`src/rtl/core/fba_pkg.sv`:
```
package fba_pkg;

   localparam int NUM_BLOCKS = 16;
   localparam int SIZE_WIDTH = 16;
   localparam int IDX_W      = $clog2(NUM_BLOCKS);
   localparam int CNT_W      = $clog2(NUM_BLOCKS + 1);
   localparam int CSR_W      = 5;

   localparam logic KIND_LOAD  = 1'b0;
   localparam logic KIND_ALLOC = 1'b1;

   localparam logic CSR_FIT_MODE      = 1'b0;
   localparam logic CSR_BLOCKS_IN_USE = 1'b1;

   localparam logic [CNT_W-1:0] MAX_COUNT = CNT_W'(NUM_BLOCKS);

   typedef enum logic [1:0] {
      FIT_BEST  = 2'd0,
      FIT_WORST = 2'd1,
      FIT_FIRST = 2'd2,
      FIT_NEXT  = 2'd3
   } fit_mode_type;

   typedef enum logic [1:0] {
      ST_IDLE,
      ST_SCAN,
      ST_WRITE,
      ST_DONE
   } state_type;

   typedef struct packed {
      logic                  kind;
      logic [IDX_W-1:0]      load_index;
      logic [SIZE_WIDTH-1:0] block_capacity;
      logic [SIZE_WIDTH-1:0] request_size;
   } req_type;

   typedef struct packed {
      logic             granted;
      logic [IDX_W-1:0] chosen_block;
   } rsp_type;

   // one access to the capacity table
   typedef struct packed {
      logic                  rd_en;
      logic [IDX_W-1:0]      rd_addr;
      logic                  wr_en;
      logic [IDX_W-1:0]      wr_addr;
      logic [SIZE_WIDTH-1:0] wr_data;
   } tbl_port_type;

   typedef struct packed {
      logic                  valid;
      logic [SIZE_WIDTH-1:0] size;
      fit_mode_type          mode;
      logic [CNT_W-1:0]      count;
   } start_type;

   typedef struct packed {
      logic             done;
      logic             granted;
      logic [IDX_W-1:0] chosen;
   } result_type;

endpackage

```
`src/rtl/core/fba_table.sv`:
```
module fba_table (
   input  logic                             clock,
   input  fba_pkg::tbl_port_type            port,
   output logic [fba_pkg::SIZE_WIDTH-1:0]   rd_data
);

   logic [fba_pkg::SIZE_WIDTH-1:0] mem [fba_pkg::NUM_BLOCKS];
   logic [fba_pkg::SIZE_WIDTH-1:0] rd_data_ff;

   always_ff @(posedge clock) begin
      if (port.wr_en) begin
         mem[port.wr_addr] <= port.wr_data;
      end
      if (port.rd_en) begin
         rd_data_ff <= mem[port.rd_addr];
      end
   end

   assign rd_data = rd_data_ff;

endmodule

```
`src/rtl/core/fba_seq.sv`:
```
module fba_seq (
   input  logic                             clock,
   input  logic                             reset,
   input  fba_pkg::start_type               start,
   input  logic                             out_free,
   input  logic [fba_pkg::SIZE_WIDTH-1:0]   rd_data,
   output fba_pkg::tbl_port_type            port,
   output fba_pkg::result_type              result,
   output logic                             idle
);

   fba_pkg::state_type              state_ff, state_in;
   logic [fba_pkg::SIZE_WIDTH-1:0]  size_ff, size_in;
   fba_pkg::fit_mode_type           mode_ff, mode_in;
   logic [fba_pkg::CNT_W-1:0]       lim_ff, lim_in;
   logic [fba_pkg::CNT_W-1:0]       cnt_ff, cnt_in;
   logic [fba_pkg::IDX_W-1:0]       addr_ff, addr_in;
   logic [fba_pkg::IDX_W-1:0]       ptr_ff, ptr_in;
   logic                            rd_vld_ff, rd_vld_in;
   logic [fba_pkg::IDX_W-1:0]       rd_idx_ff, rd_idx_in;
   logic                            found_ff, found_in;
   logic [fba_pkg::IDX_W-1:0]       pick_ff, pick_in;
   logic [fba_pkg::SIZE_WIDTH-1:0]  pick_cap_ff, pick_cap_in;

   logic                            cap_ok;
   logic                            better;
   logic                            stop_first;
   logic [fba_pkg::CNT_W-1:0]       addr_inc;

   // shared compare unit
   assign cap_ok = (rd_data >= size_ff);
   assign better = ((mode_ff == fba_pkg::FIT_BEST)  && (rd_data < pick_cap_ff)) ||
                   ((mode_ff == fba_pkg::FIT_WORST) && (rd_data > pick_cap_ff));
   assign stop_first = mode_ff inside {fba_pkg::FIT_FIRST, fba_pkg::FIT_NEXT};
   assign addr_inc = {1'b0, addr_ff} + fba_pkg::CNT_W'(1);

   always_comb begin
      state_in = state_ff;
      case (state_ff)
         fba_pkg::ST_IDLE: begin
            if (start.valid) begin
               state_in = (start.count == '0) ? fba_pkg::ST_DONE : fba_pkg::ST_SCAN;
            end
         end
         fba_pkg::ST_SCAN: begin
            if (rd_vld_ff && cap_ok && stop_first) begin
               state_in = fba_pkg::ST_WRITE;
            end else if (!rd_vld_ff && (cnt_ff == lim_ff)) begin
               state_in = found_ff ? fba_pkg::ST_WRITE : fba_pkg::ST_DONE;
            end
         end
         fba_pkg::ST_WRITE: begin
            state_in = fba_pkg::ST_DONE;
         end
         fba_pkg::ST_DONE: begin
            if (out_free) begin
               state_in = fba_pkg::ST_IDLE;
            end
         end
         default: begin
            state_in = fba_pkg::ST_IDLE;
         end
      endcase
   end

   always_comb begin
      size_in     = size_ff;
      mode_in     = mode_ff;
      lim_in      = lim_ff;
      cnt_in      = cnt_ff;
      addr_in     = addr_ff;
      ptr_in      = ptr_ff;
      rd_vld_in   = 1'b0;
      rd_idx_in   = rd_idx_ff;
      found_in    = found_ff;
      pick_in     = pick_ff;
      pick_cap_in = pick_cap_ff;
      port        = '0;
      result      = '0;
      idle        = 1'b0;
      case (state_ff)
         fba_pkg::ST_IDLE: begin
            idle = 1'b1;
            if (start.valid) begin
               size_in  = start.size;
               mode_in  = start.mode;
               lim_in   = start.count;
               cnt_in   = '0;
               found_in = 1'b0;
               pick_in  = '0;
               // next fit resumes at the stored pointer when it is still in range
               if ((start.mode == fba_pkg::FIT_NEXT) && ({1'b0, ptr_ff} < start.count)) begin
                  addr_in = ptr_ff;
               end else begin
                  addr_in = '0;
               end
            end
         end
         fba_pkg::ST_SCAN: begin
            if (cnt_ff < lim_ff) begin
               port.rd_en   = 1'b1;
               port.rd_addr = addr_ff;
               rd_idx_in    = addr_ff;
               rd_vld_in    = 1'b1;
               cnt_in       = cnt_ff + fba_pkg::CNT_W'(1);
               addr_in      = (addr_inc == lim_ff) ? '0 : addr_inc[fba_pkg::IDX_W-1:0];
            end
            if (rd_vld_ff && cap_ok && (!found_ff || better)) begin
               found_in    = 1'b1;
               pick_in     = rd_idx_ff;
               pick_cap_in = rd_data;
            end
         end
         fba_pkg::ST_WRITE: begin
            port.wr_en   = 1'b1;
            port.wr_addr = pick_ff;
            port.wr_data = pick_cap_ff - size_ff;
            if (mode_ff == fba_pkg::FIT_NEXT) begin
               ptr_in = pick_ff;
            end
         end
         fba_pkg::ST_DONE: begin
            result.done    = 1'b1;
            result.granted = found_ff;
            result.chosen  = found_ff ? pick_ff : '0;
         end
         default: begin
         end
      endcase
   end

   always_ff @(posedge clock) begin
      if (reset) begin
         state_ff  <= fba_pkg::ST_IDLE;
         ptr_ff    <= '0;
         rd_vld_ff <= 1'b0;
         found_ff  <= 1'b0;
      end else begin
         state_ff  <= state_in;
         ptr_ff    <= ptr_in;
         rd_vld_ff <= rd_vld_in;
         found_ff  <= found_in;
      end
      size_ff     <= size_in;
      mode_ff     <= mode_in;
      lim_ff      <= lim_in;
      cnt_ff      <= cnt_in;
      addr_ff     <= addr_in;
      rd_idx_ff   <= rd_idx_in;
      pick_ff     <= pick_in;
      pick_cap_ff <= pick_cap_in;
   end

endmodule

```
`src/rtl/core/fit_block_allocator_core.sv`:
```
// Memory block allocator with first, best, worst and next fit policies.
// Request channel (req_valid/req_stall/req_data): kind 0 loads block_capacity
// into block load_index with no response; kind 1 asks for request_size and
// yields exactly one response on rsp_valid/rsp_data.
// An allocation is answered with no table walk when no blocks are in use;
// otherwise one compare unit walks the capacity table one block per cycle,
// followed by a write-back and a hand-off; a refused request skips the
// write-back. First and next fit stop at the first block that fits.
// req_stall is high until the response is handed off, and the next request
// can be taken in the cycle after, so a new allocation is not accepted before
// the last one is through, while loads run one per cycle whenever no
// allocation is in progress.
// Configuration (csr_write_enable/csr_index/csr_write_data): index 0 is
// fit_mode, index 1 is blocks_in_use (values above 16 act as 16); write
// only while the block is idle.
// Reset (synchronous, active high) selects best fit, 16 blocks and a next-fit
// pointer of 0; capacities must be loaded before they are allocated.
// A response waits in the output register while rsp_stall is high; the
// sequencer holds its finished result until that register frees up.
module fit_block_allocator_core (
   input  logic                       clock,
   input  logic                       reset,
   input  logic                       req_valid,
   output logic                       req_stall,
   input  fba_pkg::req_type           req_data,
   output logic                       rsp_valid,
   input  logic                       rsp_stall,
   output fba_pkg::rsp_type           rsp_data,
   input  logic                       csr_write_enable,
   input  logic                       csr_index,
   input  logic [fba_pkg::CSR_W-1:0]  csr_write_data
);

   fba_pkg::fit_mode_type           mode_ff, mode_in;
   logic [fba_pkg::CSR_W-1:0]       in_use_ff, in_use_in;
   logic                            rsp_valid_ff, rsp_valid_in;
   fba_pkg::rsp_type                rsp_data_ff, rsp_data_in;

   logic                            req_accept;
   logic                            seq_idle;
   logic                            out_free;
   logic [fba_pkg::CNT_W-1:0]       count;
   fba_pkg::start_type              start;
   fba_pkg::result_type             result;
   fba_pkg::tbl_port_type           seq_port;
   fba_pkg::tbl_port_type           tbl_port;
   logic [fba_pkg::SIZE_WIDTH-1:0]  rd_data;

   assign req_stall  = !seq_idle;
   assign req_accept = req_valid && seq_idle;
   assign out_free   = !rsp_valid_ff || !rsp_stall;

   assign count = (in_use_ff > fba_pkg::CSR_W'(fba_pkg::NUM_BLOCKS)) ?
                  fba_pkg::MAX_COUNT : fba_pkg::CNT_W'(in_use_ff);

   always_comb begin
      start       = '0;
      start.valid = req_accept && (req_data.kind == fba_pkg::KIND_ALLOC);
      start.size  = req_data.request_size;
      start.mode  = mode_ff;
      start.count = count;
   end

   // loads only arrive while the sequencer is idle, so the ports never collide
   always_comb begin
      tbl_port = seq_port;
      if (req_accept && (req_data.kind == fba_pkg::KIND_LOAD)) begin
         tbl_port.wr_en   = 1'b1;
         tbl_port.wr_addr = req_data.load_index;
         tbl_port.wr_data = req_data.block_capacity;
      end
   end

   always_comb begin
      mode_in   = mode_ff;
      in_use_in = in_use_ff;
      if (csr_write_enable) begin
         case (csr_index)
            fba_pkg::CSR_FIT_MODE: begin
               mode_in = fba_pkg::fit_mode_type'(csr_write_data[1:0]);
            end
            fba_pkg::CSR_BLOCKS_IN_USE: begin
               in_use_in = csr_write_data;
            end
            default: begin
            end
         endcase
      end
   end

   always_comb begin
      rsp_valid_in = rsp_valid_ff;
      rsp_data_in  = rsp_data_ff;
      if (result.done && out_free) begin
         rsp_valid_in              = 1'b1;
         rsp_data_in.granted      = result.granted;
         rsp_data_in.chosen_block = result.chosen;
      end else if (!rsp_stall) begin
         rsp_valid_in = 1'b0;
      end
   end

   always_ff @(posedge clock) begin
      if (reset) begin
         mode_ff      <= fba_pkg::FIT_BEST;
         in_use_ff    <= fba_pkg::CSR_W'(fba_pkg::NUM_BLOCKS);
         rsp_valid_ff <= 1'b0;
      end else begin
         mode_ff      <= mode_in;
         in_use_ff    <= in_use_in;
         rsp_valid_ff <= rsp_valid_in;
      end
      rsp_data_ff <= rsp_data_in;
   end

   assign rsp_valid = rsp_valid_ff;
   assign rsp_data  = rsp_data_ff;

   fba_table u_table (
      .clock   (clock),
      .port    (tbl_port),
      .rd_data (rd_data)
   );

   fba_seq u_seq (
      .clock    (clock),
      .reset    (reset),
      .start    (start),
      .out_free (out_free),
      .rd_data  (rd_data),
      .port     (seq_port),
      .result   (result),
      .idle     (seq_idle)
   );

endmodule
```
`config.mk`:
```
export PLATFORM = sky130hd
export DESIGN_NAME = fit_block_allocator_core
export DESIGN_NICKNAME = d
export VERILOG_FILES = /design/src/rtl/core/fba_pkg.sv /design/src/rtl/core/fba_table.sv /design/src/rtl/core/fba_seq.sv /design/src/rtl/core/fit_block_allocator_core.sv
export SDC_FILE = /design/constraint.sdc
export NUM_CORES = 1
export LEC_CHECK = 0
export ABC_AREA = 0
export BUFFER_PORTS_ARGS = -buffer_cell sky130_fd_sc_hd__buf_2
export CAP_MARGIN = 20
export CORE_ASPECT_RATIO = 0.5
export CORE_MARGIN = 3
export CORE_UTILIZATION = 35
export DETAILED_ROUTE_END_ITERATION = 8
export SYNTH_ARGS = -nofsm -noshare
export SYNTH_HDL_FRONTEND = slang
export SYNTH_HIERARCHICAL = 1
export SYNTH_SLANG_ARGS = --single-unit
export TNS_END_PERCENT = 20
```
`constraint.sdc`:
```
create_clock -name clock -period 3.92 [get_ports clock]
set_input_delay 0 -clock clock [delete_from_list [all_inputs] [get_ports clock]]
set_output_delay 0 -clock clock [all_outputs]
set_load 0.05 [all_outputs]
```
## After elaboration in Yosys (flattened, before gate mapping)

Memories as Yosys holds them, arrays and structs flattened. A register that Yosys moved wholly into a read port is not among the register bits.
Cells that the tools add are included.

| word-level totals | value |
|---|---|
| memories kept | 1 |
| input bits | 48 |
| register bits | 77 |
| output and inout bits | 7 |
| bits in writable memories | 256 |
| word-level logic and storage cells | 114 |

| cells by class | value |
|---|---|
| reductions and logical operators | 35 |
| add/sub/neg operators | 3 |
| eq/ne operators | 15 |
| bitwise logic cells | 3 |
| mux-type cells | 34 |
| $lt $le $gt $ge | 6 |

Memory list:

| memory | words | width | read ports | clocked after memory_dff | wr ports | RTL line | source |
|---|---|---|---|---|---|---|---|
| u_table.mem | 16 | 16 | 1 | 1 | 1 | fba_table.sv:7 | `logic [fba_pkg::SIZE_WIDTH-1:0] mem [fba_pkg::NUM_BLOCKS];` |

Operators with widths:

| cell | count |
|---|---|
| 21-bit two-way mux | 2 |
| 4-bit two-way mux | 7 |
| 5-bit two-way mux | 5 |
| 16-bit greater-or-equal comparator | 1 |
| 16-bit greater-than comparator | 1 |
| 16-bit less-than comparator | 1 |
| 4-bit case mux with 2 select lines | 2 |
| 16-bit subtractor | 1 |
| 2-bit AND reduction | 7 |
| 1-bit logical AND | 11 |
| 2-bit == test, second input constant | 5 |
| 5-bit == test | 2 |
| 2-bit two-way mux | 5 |
| 5-bit case mux with 2 select lines | 1 |
| 1-bit two-way mux | 9 |
| 3-bit AND reduction | 3 |
| 2-bit case mux with 4 select lines | 1 |
| 6-bit two-way mux | 1 |
| 2-bit by 1-bit inequality test with 1-bit output, second input constant | 3 |
| 4-bit by 1-bit adder with 5-bit output, second input constant | 1 |
| 5-bit by 1-bit adder with 5-bit output, second input constant | 1 |
| 5-bit greater-than comparator, second input constant | 1 |
| 1-bit logical NOT | 5 |
| 5-bit logical NOT | 1 |
| 11 further kinds | 19 |

## Logic depth before layout (Yosys ltp)

| depth | value |
|---|---|
| depth after elaboration | 7 |
| gate-level depth with buffers | 12 |
| depth with buffers taken out | 12 |

## Hierarchy

Netlist, hierarchy kept.

Modules (own cells, without submodules):

| module | area an instance (um^2) | cells each | instances | sequential area each (um^2) |
|---|---|---|---|---|
| fba_table | 10202.3 | 432 | 1 | 8167.8 |
| fba_seq | 4231.6 | 412 | 1 | 1841.8 |
| fit_block_allocator_core | 827.0 | 70 | 1 | 310.3 |

## Worst setup path before layout

OpenSTA, ideal clock, no wires.

| timing | value |
|---|---|
| path kind | register to register |
| from | register u_seq.state_ff[0] |
| to | memory u_table/mem[0][0] in the netlist's numbering (enable) |
| path buffers | 1 |
| data required time | 3511 ps |
| library setup time | 409 ps |
| setup slack | 530 ps |
| arrival time | 2981 ps |
| stages on the path, launching flop included | 8 |
| period minus slack after synthesis | 3390 ps |
| path through | dfxtp_1 > inv_1 > ha_1 > nand3b_4 > buf_6 > mux2_4 > or3b_2 > nor3_1 |

RTL lines:

| item | RTL line | source |
|---|---|---|
| start: declaration | fba_seq.sv:12 | `fba_pkg::state_type state_ff, state_in;` |
| start signal: assignment | fba_seq.sv:134 | `state_ff <= fba_pkg::ST_IDLE;` |
| start signal: assignment | fba_seq.sv:139 | `state_ff <= state_in;` |
| end: declaration | fba_table.sv:7 |  |

==> reports/results.tsv <==
stage	metric	value	unit
routing	# DRC	0	
job	Max Cap Viol	0	
clocking	Skew-Pair Late Insertion Delay	520	ps
setup_path	CP max-delay cell	mux4_1	
global_route	antenna violations before repair	0	
setup_path	Worst R2R End	u_table/rd_data[4]	
place	placed cells	1545	
setup_path	Setup CP Type	register to register	
synthesis	area share of the largest cell type after synthesis	0.655	
synthesis	Syn Area/Cell	16.7	sq um
synthesis	synthesized flop and latch total	349	
timing	worst hold slack	187	ps
clocking	Sink Count	349	
final_layout	commonest non-fill, non-tap cells in the layout	333 x edfxtp_1, 61 x ha_1, 57 x inv_1	
setup_path	CP Data Required Time	4190	ps
setup_path	Critical Path Start	u_seq/cnt_ff[2]	
timing	Setup TNS Final	0	ps
routing	Pre-antenna DRT Iters	7	
final_layout	layout cells sized above 1	0.200	
setup_path	crit path buf inv count	1	
timing	f_max	0.304	GHz
synthesis	ys async rst share	0	
floorplan	die area	46300	sq um
synthesis	sequential fraction of the synthesis area	0.676	
place	port bufs	54	
clocking	clk root buf	clkbuf_16	
place	Placer Congestion	0.850	
clocking	H-tree depth	2	
final_layout	most common cell after layout, fill and taps aside	edfxtp_1	
synthesis	top_reg_cell synth	edfxtp_1	
power_and_ir_drop	power per cell area	578	nW/um^2
timing	Fin. Hold Viols	0	
min_path	Worst Hold Depth	2	
global_route	largest net degree at the start of global routing	65	
clocking	Clock transition at path regs	60	ps
place	dpl cell area	16400	sq um
synthesis	Cell Area, Synth	15300	sq um
floorplan	# IOs	55	
synthesis	EDFF count, synth	333	
outcome	outcome	finished clean	
routing	routed vias/inst	5.13	
setup_path	r2r startpoint	u_seq/cnt_ff[2]	
timing	setup violators final	0	
final_layout	final net count	1169	
clocking	Resized cells post-CTS	0	
setup_path	largest stage delay on the critical path	610	ps
power_and_ir_drop	Pleak	6.33	nW
setup_path	delay-heaviest family, CP	compound AO/OA/AOI/OAI gates	
final_layout	Post-Layout Cell Count	1661	
floorplan	die height	154	microns
timing	Tcrit/Tclk final	0.839	
setup_path	Worst R2R Path Depth	10	
synthesis	Post-Syn Nets	1024	
routing	antenna viol nets, final	0	
setup_path	Worst Path Arrival	3550	ps
synthesis	Area contributors post-synth	edfxtp_1 66%, mux4_2 8.0%, ha_1 5.0%, dfxtp_1 2.1%, mux2_4 2.0%	
setup_path	setup slack, reg-to-reg	630	ps
place	DPL Wire Length	22.1	mm
setup_path	Max FO, Critical Path	16	
synthesis	Syn Inst Count	914	
global_route	vias in the first global route	8724	
global_route	total track usage	0.149	
routing	final WL	34.8	mm
floorplan	die width	301	microns
setup_path	CP Capture Type	register	
final_layout	antenna cells	0	
synthesis	leading area contributor after synthesis	edfxtp_1	
timing	Worst-Margin Slew	962	ps
min_path	Worst Hold Class	primary input to register	
timing	Final Slew Violations	0	
power_and_ir_drop	Max VDD drop	0.000278	V
setup_path	Critical Path Stages	10	
timing	Worst Skew	10.5	ps
timing	Final min period	3290	ps
clocking	Longest Clk Path Bufs	3	
timing	relative slew slack	0.358	
routing	Vias	8527	
setup_path	Critical Path End	u_table/rd_data[4]	
setup_path	crit path launch type	register	
timing	RSZ-0062 raised after global routing	false	
routing	mean routed wirelength per cell	20.9	microns
synthesis	Synth Warn #	6	
final_layout	Final Util	0.423	
setup_path	Cell Chain, Critical Path	ha_1 -> a21oi_1 -> nor2b_1 -> o21ai_0 -> o2111a_1 -> and2_4 -> buf_4 -> mux4_1 -> a22oi_1 -> nand2_1	
final_layout	finished layout cell area	18000	sq um
synthesis	post-synth cell types	55	
clocking	setup bufs post-CTS	0	
global_route	first-pass GRT wire length	52.3	mm
clocking	TritonCTS Buffers	35	
clocking	CTS tree	built	
routing	starting DRC count in detailed routing	698	
global_route	GRT Residual Overflow	0	
clocking	Post-CTS Hold Buffers	54	
floorplan	row cnt	53	
floorplan	effective utilization at floorplan	0.359	
floorplan	Core Footprint	42500	sq um
final_layout	P&R area growth vs syn	17.7	%
final_layout	fillcell total	3705	
[logic make-up after synthesis]
| logic type | Yosys count | share of synthesized area |
|---|---|---|
| multiplexers | 90 | 0.121 |
| AND/OR/NAND/NOR | 178 | 0.0595 |
| buffers and inverters | 87 | 0.0253 |
| adder cells (fa/ha/maj) | 62 | 0.0513 |
| AO/OA/AOI/OAI | 127 | 0.0550 |
| flip-flops | 349 | 0.676 |
| XOR/XNOR | 21 | 0.0121 |
[synth_stat cells, drive strengths merged (2+ instances only)]
master and count:
a211o 2, a211oi 6, a21boi 2, a21o 4
a21oi 33, a22oi 32, a311oi 2, a31oi 3
and2 23, and3 6, buf 16, clkbuf 14
dfxtp 16, edfxtp 333, ha 61, inv 57
mux2 21, mux2i 5, mux4 64, nand2 39
nand2b 8, nand3 14, nand3b 5, nand4 7
nor2 45, nor2b 15, nor3 5, nor3b 2
nor4 3, o211ai 3, o21a 3, o21ai 19
o21bai 2, o22ai 5, o31ai 2, o41ai 3
or3 2, or3b 2, xnor2 12, xor2 9
[worst min-delay path by stage]
| stage | to | start |
|---|---|---|
| floorplan | u_seq/size_ff[0] | req_data[0] |
| CTS | u_table/mem[12][13] | req_data[32] |
| finish | u_seq/size_ff[15] | req_data[15] |
| global placement | u_seq/size_ff[12] | req_data[12] |
| global route | u_seq/size_ff[11] | req_data[11] |
| detailed placement | u_seq/size_ff[2] | req_data[2] |
[report_power, final]
group	switching, mW	leakage, nW	internal [mW]
combinational	1.33	2.61	0.971
sequential	0.261	3.20	4.72
clock	1.35	0.511	1.75
total	2.94	6.33	7.44
[registers in the layout, summed over array words and instances (netlist names), 4 cells and up]
| register | cells |
|---|---|
| in_use_ff | 5 |
| rsp_data | 5 |
| u_seq/addr_ff | 4 |
| u_seq/cnt_ff | 5 |
| u_seq/lim_ff | 5 |
| u_seq/pick_cap_ff | 16 |
| u_seq/pick_ff | 4 |
| u_seq/ptr_ff | 4 |
| u_seq/rd_idx_ff | 4 |
| u_seq/size_ff | 16 |
| u_table/mem | 256 |
| u_table/rd_data | 16 |
[worst register-to-register path: cells and delay by family (launching register included)]
kind / cells / cell delay, ps
buf+inv: 1 / 350
mux: 1 / 610
fa+ha+maj: 1 / 320
compound gates: 4 / 790
simple gates: 3 / 520
flops: 1 / 450
[per-layer routing]
metal  global-route usage  share of wire
met4               0.0419          0.022
met2                0.247           0.49
met1                0.204           0.44
met5                    0              0
met3               0.0234          0.055
[layout make-up]
class / instances / area [sq um] / share of cell area
Timing Repair Buffer: 138 / 1070 / 0.0598
Multi-Input combinational cell: 478 / 4580 / 0.255
Inverter: 57 / 214 / 0.0119
Tap cell: 577 / 722 / 0.0402
Sequential cell: 349 / 10300 / 0.574
Clock inverter: 17 / 129 / 0.00717
Clock buffer: 45 / 923 / 0.0514
[metrics by stage]
step                worst slack (ps)  power, mW
finish                           632       10.4
CTS                              570       10.5
floorplan                        530       6.56
global route                     312       10.9
global placement                 642       7.24
detailed placement               600       7.30
No activity file was read; power rests on OpenSTA's default activity.
